`src/hdl/pfca_pkg.sv`:
```
// shared types and constants for the paged free chunk allocator
package pfca_pkg;

   localparam logic       ACTION_ALLOC      = 1'b0;
   localparam logic       ACTION_FREE       = 1'b1;

   localparam logic [1:0] SOURCE_REUSED     = 2'd0;
   localparam logic [1:0] SOURCE_RECLAIMED  = 2'd1;
   localparam logic [1:0] SOURCE_FRESH      = 2'd2;

   localparam logic [1:0] STATUS_OK         = 2'd0;
   localparam logic [1:0] STATUS_NO_FRESH   = 2'd1;
   localparam logic [1:0] STATUS_NO_LEVEL   = 2'd2;

   localparam logic [15:0] FIRST_FRESH_RESET = 16'd2;

   typedef struct packed {
      logic        action;
      logic [15:0] chunk_index;
   } req_word_type;

   typedef struct packed {
      logic [15:0] chunk_index_out;
      logic [1:0]  source;
      logic        spilled;
      logic [1:0]  status;
   } rsp_word_type;

   typedef struct packed {
      logic capture;
      logic execute;
      logic respond;
   } ctrl_cmd_type;

endpackage

```
`src/hdl/pfca_ctrl.sv`:
```
// sequencing state machine: capture, execute, respond
module pfca_ctrl (
   input  logic                  clock,
   input  logic                  reset,
   input  logic                  start,
   output logic                  busy,
   output pfca_pkg::ctrl_cmd_type cmd
);
   import pfca_pkg::*;

   typedef enum logic [2:0] {
      ST_IDLE    = 3'b001,
      ST_EXECUTE = 3'b010,
      ST_RESPOND = 3'b100
   } state_type;

   state_type state_ff, state_in;

   always_comb begin
      state_in = state_ff;
      case (state_ff)
         ST_IDLE, ST_RESPOND: begin
            state_in = start ? ST_EXECUTE : ST_IDLE;
         end
         ST_EXECUTE: begin
            state_in = ST_RESPOND;
         end
         default: begin
            state_in = ST_IDLE;
         end
      endcase
   end

   always_ff @(posedge clock) begin
      if (reset) begin
         state_ff <= ST_IDLE;
      end else begin
         state_ff <= state_in;
      end
   end

   assign busy        = (state_ff == ST_EXECUTE);
   assign cmd.capture = start && !busy;
   assign cmd.execute = (state_ff == ST_EXECUTE);
   assign cmd.respond = (state_ff == ST_RESPOND);

   a_capture_then_execute: assert property (@(posedge clock) disable iff (reset)
      cmd.capture |=> cmd.execute)
      else $error("captured word not executed");

   a_execute_then_respond: assert property (@(posedge clock) disable iff (reset)
      cmd.execute |=> cmd.respond)
      else $error("executed word not answered");

   a_state_onehot: assert property (@(posedge clock) disable iff (reset)
      $onehot(state_ff))
      else $error("state not one-hot");

endmodule

```
`config.mk`:
```
export PLATFORM = sky130hd
export DESIGN_NAME = pfca_ctrl
export DESIGN_NICKNAME = d
export VERILOG_FILES = /design/src/hdl/pfca_pkg.sv /design/src/hdl/pfca_ctrl.sv
export SDC_FILE = /design/constraint.sdc
export NUM_CORES = 1
export LEC_CHECK = 0
export ABC_AREA = 1
export BUFFER_PORTS_ARGS = -buffer_cell sky130_fd_sc_hd__buf_4
export CAP_MARGIN = 20
export CELL_PAD_IN_SITES_DETAIL_PLACEMENT = 0
export CELL_PAD_IN_SITES_GLOBAL_PLACEMENT = 1
export CORE_AREA = 2 2 39 41
export CTS_CLUSTER_DIAMETER = 100
export DETAILED_ROUTE_END_ITERATION = 12
export DIE_AREA = 0 0 41 43
export PLACE_DENSITY = 0.38
export SLEW_MARGIN = 15
export SYNTH_ARGS = -nofsm -noshare
export SYNTH_HDL_FRONTEND = slang
export SYNTH_SLANG_ARGS = --single-unit
```
`constraint.sdc`:
```
create_clock -name clock -period 0.96 [get_ports clock]
set_input_delay 0.144 -clock clock [delete_from_list [all_inputs] [get_ports clock]]
set_output_delay 0.144 -clock clock [all_outputs]
set_load 0.1 [all_outputs]
```
[Yosys cells after proc, flatten, opt, wreduce, memory -nomap -nowiden]
Cells that the tools add are included.
Word-level totals
  register bits after elaboration: 3
  output and inout port bits: 4
  word-level logic and storage cells: 9
Operators by class
  equality and inequality tests: 3
  mux-type cells: 2
  reductions and logical operators: 3
Operator list (count)
  3-bit one-hot mux with 2 select lines: 1
  3-bit by 1-bit == test with 1-bit output (second input constant): 1
  3-bit by 2-bit == test with 1-bit output (second input constant): 1
  3-bit == test (second input constant): 1
  2-bit 2-to-1 mux: 1
  2-bit OR reduction: 1
  1-bit logical AND: 1
  1-bit zero test: 1

[Logic depth before layout (Yosys ltp)]
  depth after elaboration: 3
  gate-level depth with buffers: 6

[Worst setup path before layout]
No wires, ideal clock.
  kind: register to output
  from: register state_ff[0]
  to: output port cmd[0] in the netlist's numbering
  data arrival time: 1.679 ns
  slack: -0.863 ns
  stages on the path, launching flop included: 4
  buffers on the path: 0
  path through: dfxtp_1 inv_1 nand2_1 nor2_1
RTL lines
  start, declared: line pfca_ctrl.sv:17  | state_type state_ff, state_in;
  start signal, assigned: line pfca_ctrl.sv:38  | state_ff <= state_in;
  end, declared: line pfca_ctrl.sv:7  | output pfca_pkg::ctrl_cmd_type cmd

==> results.md <==
* GPL Wtd Cong at 0.6049
* FP Rows at 14
* Synthesis-stage register bit count at 3
* Sequential share of power at between 20% and 30%
* Initial Utilization at 10.58%
* Post-synth top area share at approximately two fifths
* Hold-fix buffers, CTS at 0
* Post-synthesis adder-cell area fraction at 0%
* Die Area at between 1500 and 2000 µm²
* Synth Area in Compound Gates at 0%
* Width of the die at slightly above 40 µm
* Avg Inst Size Synth at 6.100 µm²
* Critical path fanouts, max at 3
* LEAKAGE at between 0.15 and 0.2 nW
* Biggest regs: state_ff x3
* DIE HEIGHT at approximately 43 µm
* Pwr/cell area at 1366 nW/µm²
* Area growth from synthesis to layout at 134.2%
* Layout cells sized above 1 at between 60% and 70%
* Status: complete, but fails checks
* CP bufs+invs at 3
* Gr ovfl total at 0
* N_diodes at 0
* Non-filler instance count after layout at just over 50
* Hold Fails Final Rpt at 0
* XOR/XNOR Fraction of Synth Area at 0%
* Worst Path Arrival at around 1.0 ns
* All-Layer GR Usage at under 10%
* DRT iter0 DRCs at 6
* TNS Setup at -0.8278 ns
* Port bufs at 6
* Vias in the first global route at around 130
* Largest family of logic cells by synthesized area: simple AND/OR/NAND/NOR gates
* Vias at 162
* Leading area contributor after synthesis: dfxtp_1
* Worst hold path class: in -> reg
* Placed Instances at 47
* Clk slew on worst S/H paths at roughly 0.04 ns
* CP Launch Type: register
* I/O Pins at 7
* Clock root buffer: clkbuf_4
* Clock share of power at 47.7%
* Rel. slew slack at between 90 and 100%
* Final Critical Period at 1.184 ns
* CTS tree: built
* Final setup fails at 4
* Period utilization at 123.3%
* Clk_lat worst skew at about 0.23 ns
* Max Cap Viol at 0
* Worst path max stage delay at 0.32 ns
* Crit path max-delay family: buffers and inverters
* Antenna-violating nets left at 0
* Simple-gate portion of the synthesized area at between 30% and 40%
* Remaining DRCs at 0
* Slew of the pin with the lowest slew margin at between 0.1 and 0.15 ns
* CTS sink cnt at 3
* Mux share of post-synthesis cell area at 0%
* Synthesis Warnings at 0
* Top cells by area, synth: dfxtp_1 (41%), inv_1 (23%), nand2_1 (18%)
* Critical path capture point type: output pin
* CP max stage cell: dfxtp_2
* Sw frac at 29.60%
* Max reg flops at 3
* Final Max Tran Viols at 0
* Pre-Repair DR Iteration Count at 3
* Initial antenna violation count at 0
* Worst endpoint required time at just over 0.8 ns
* WS Path Type: reg -> out
* Final Power at around 0.47 mW
* Final setup margin at -0.2239 ns
* Mapped Cells at 24
* Fmax at around 0.84 GHz
* RSZ-0062 raised after global routing: true
* Power share of the combinational group at 22.8%
* First-pass GRT wire length at just under 500 µm
* CTS Buf Count at 3
* Synth Cell Area at between 100 and 150 µm²
* Internal power at about 0.33 mW
* Worst Clk Skew at between 0.004 and 0.005 ns
* CTS H-tree depth at 1
* Final nets at 39
* Largest net degree at the start of global routing at 4
* DR vias/cell at about 3.2
* Biggest register: state_ff
* Max clock buf depth at 2
* R2R Setup Slk at ~0.040 ns
* Post-synth cell types at 7
* Synthesized net count at 27
* Peak VDD IR at roughly 0.38 mV
* P_sw at roughly 0.14 mW
* Postcts setup bufs at 0
* Register area share after synthesis at 41.03%
* Core area at 1384 µm²
* Violated checks: negative setup slack
* Critical Path, Cell by Cell: inv_2, nand3_4, nand2_4, clkinvlp_4, buf_12
* Routed WL per cell at 6.765 µm
* Post-Route WL at roughly 350 µm
* Layout Utilization at ~25%
cell usage in the layout (no fill, tap or decap):
cell type   count
nand2_1         5
inv_1           4
buf_12          4
inv_2           3
clkbuf_4        3
buf_4           3
clkinvlp_4      2
dfxtp_2         2
nand3_4         1
nand2_4         1
nor2_4          1
nand4_1         1
nand2_2         1
nor2_1          1
clkbuf_1        1
buf_6           1
dfxtp_4         1
power groups by stage:
stage	combinational [mW]	clock [mW]	sequential, mW
4_1_cts	0.0956	0.235	0.139
3_3_place_gp	0.0834	0	0.140
6_report	0.107	0.223	0.138
2_1_floorplan	0.0625	0	0.141
5_1_grt	0.114	0.250	0.139
3_5_place_dp	0.0832	0	0.140
synth_stat cells:
cell,instances
inv_1,9
buf_4,1
dfxtp_1,3
nand3_1,1
nand4_1,1
nand2_1,7
nor2_1,2
worst reg2reg max path, delay by kind of cell, from the launching register on:
kind / cells / cell delay [ns]
flops: 1 / 0.35
buf+inv: 3 / 0.20
simple gates: 4 / 0.26
final cells by class:
type                            count  area, µm²
Multi-Input combinational cell     11      75.07
Clock buffer                        4      26.28
Inverter                            9      41.29
Timing Repair Buffer                8      113.9
Sequential cell                     3      66.31
Tap cell                           16      20.02
Fill cell                         159       1041
worst paths after layout:
path	start	endpoint	depth (start not counted)
worst min register to register	state_ff[0]	state_ff[1]	4
worst min-delay path	reset	state_ff[1]	4
worst max register to register	state_ff[1]	state_ff[0]	7
worst max-delay path	state_ff[0]	cmd[2]	5
per-layer routing:
layer / track usage, % / vias to the layer above / routed length, µm
met3: 1.571 / 0 / 20
met5: 0 / - / 0
met1: 5.769 / 70 / 156
met4: 6.000 / 0 / 0
met2: 4.688 / 5 / 168
li1: - / 87 / -
cell families after synthesis:
logic type,after synthesis
flops,3
buf+inv,10
simple gates,11
timing repair:
action	4_1_cts	5_1_grt
gates resized for setup	12	7
pin swaps	0	2
setup endpoints to repair	4	5
per-stage QoR:
step           setup WS [ns]  cell area (µm²)  hold WS [ns]
2_1_floorplan        -0.4087            182.7        0.2995
4_1_cts              -0.2390            320.3        0.1771
5_1_grt              -0.2878            342.8        0.1942
3_5_place_dp        -0.06129            242.7        0.4258
6_report             -0.2239            342.8        0.1916
3_3_place_gp        -0.05635            242.7        0.4276
Note: power is estimated with default switching activity, not from simulation.
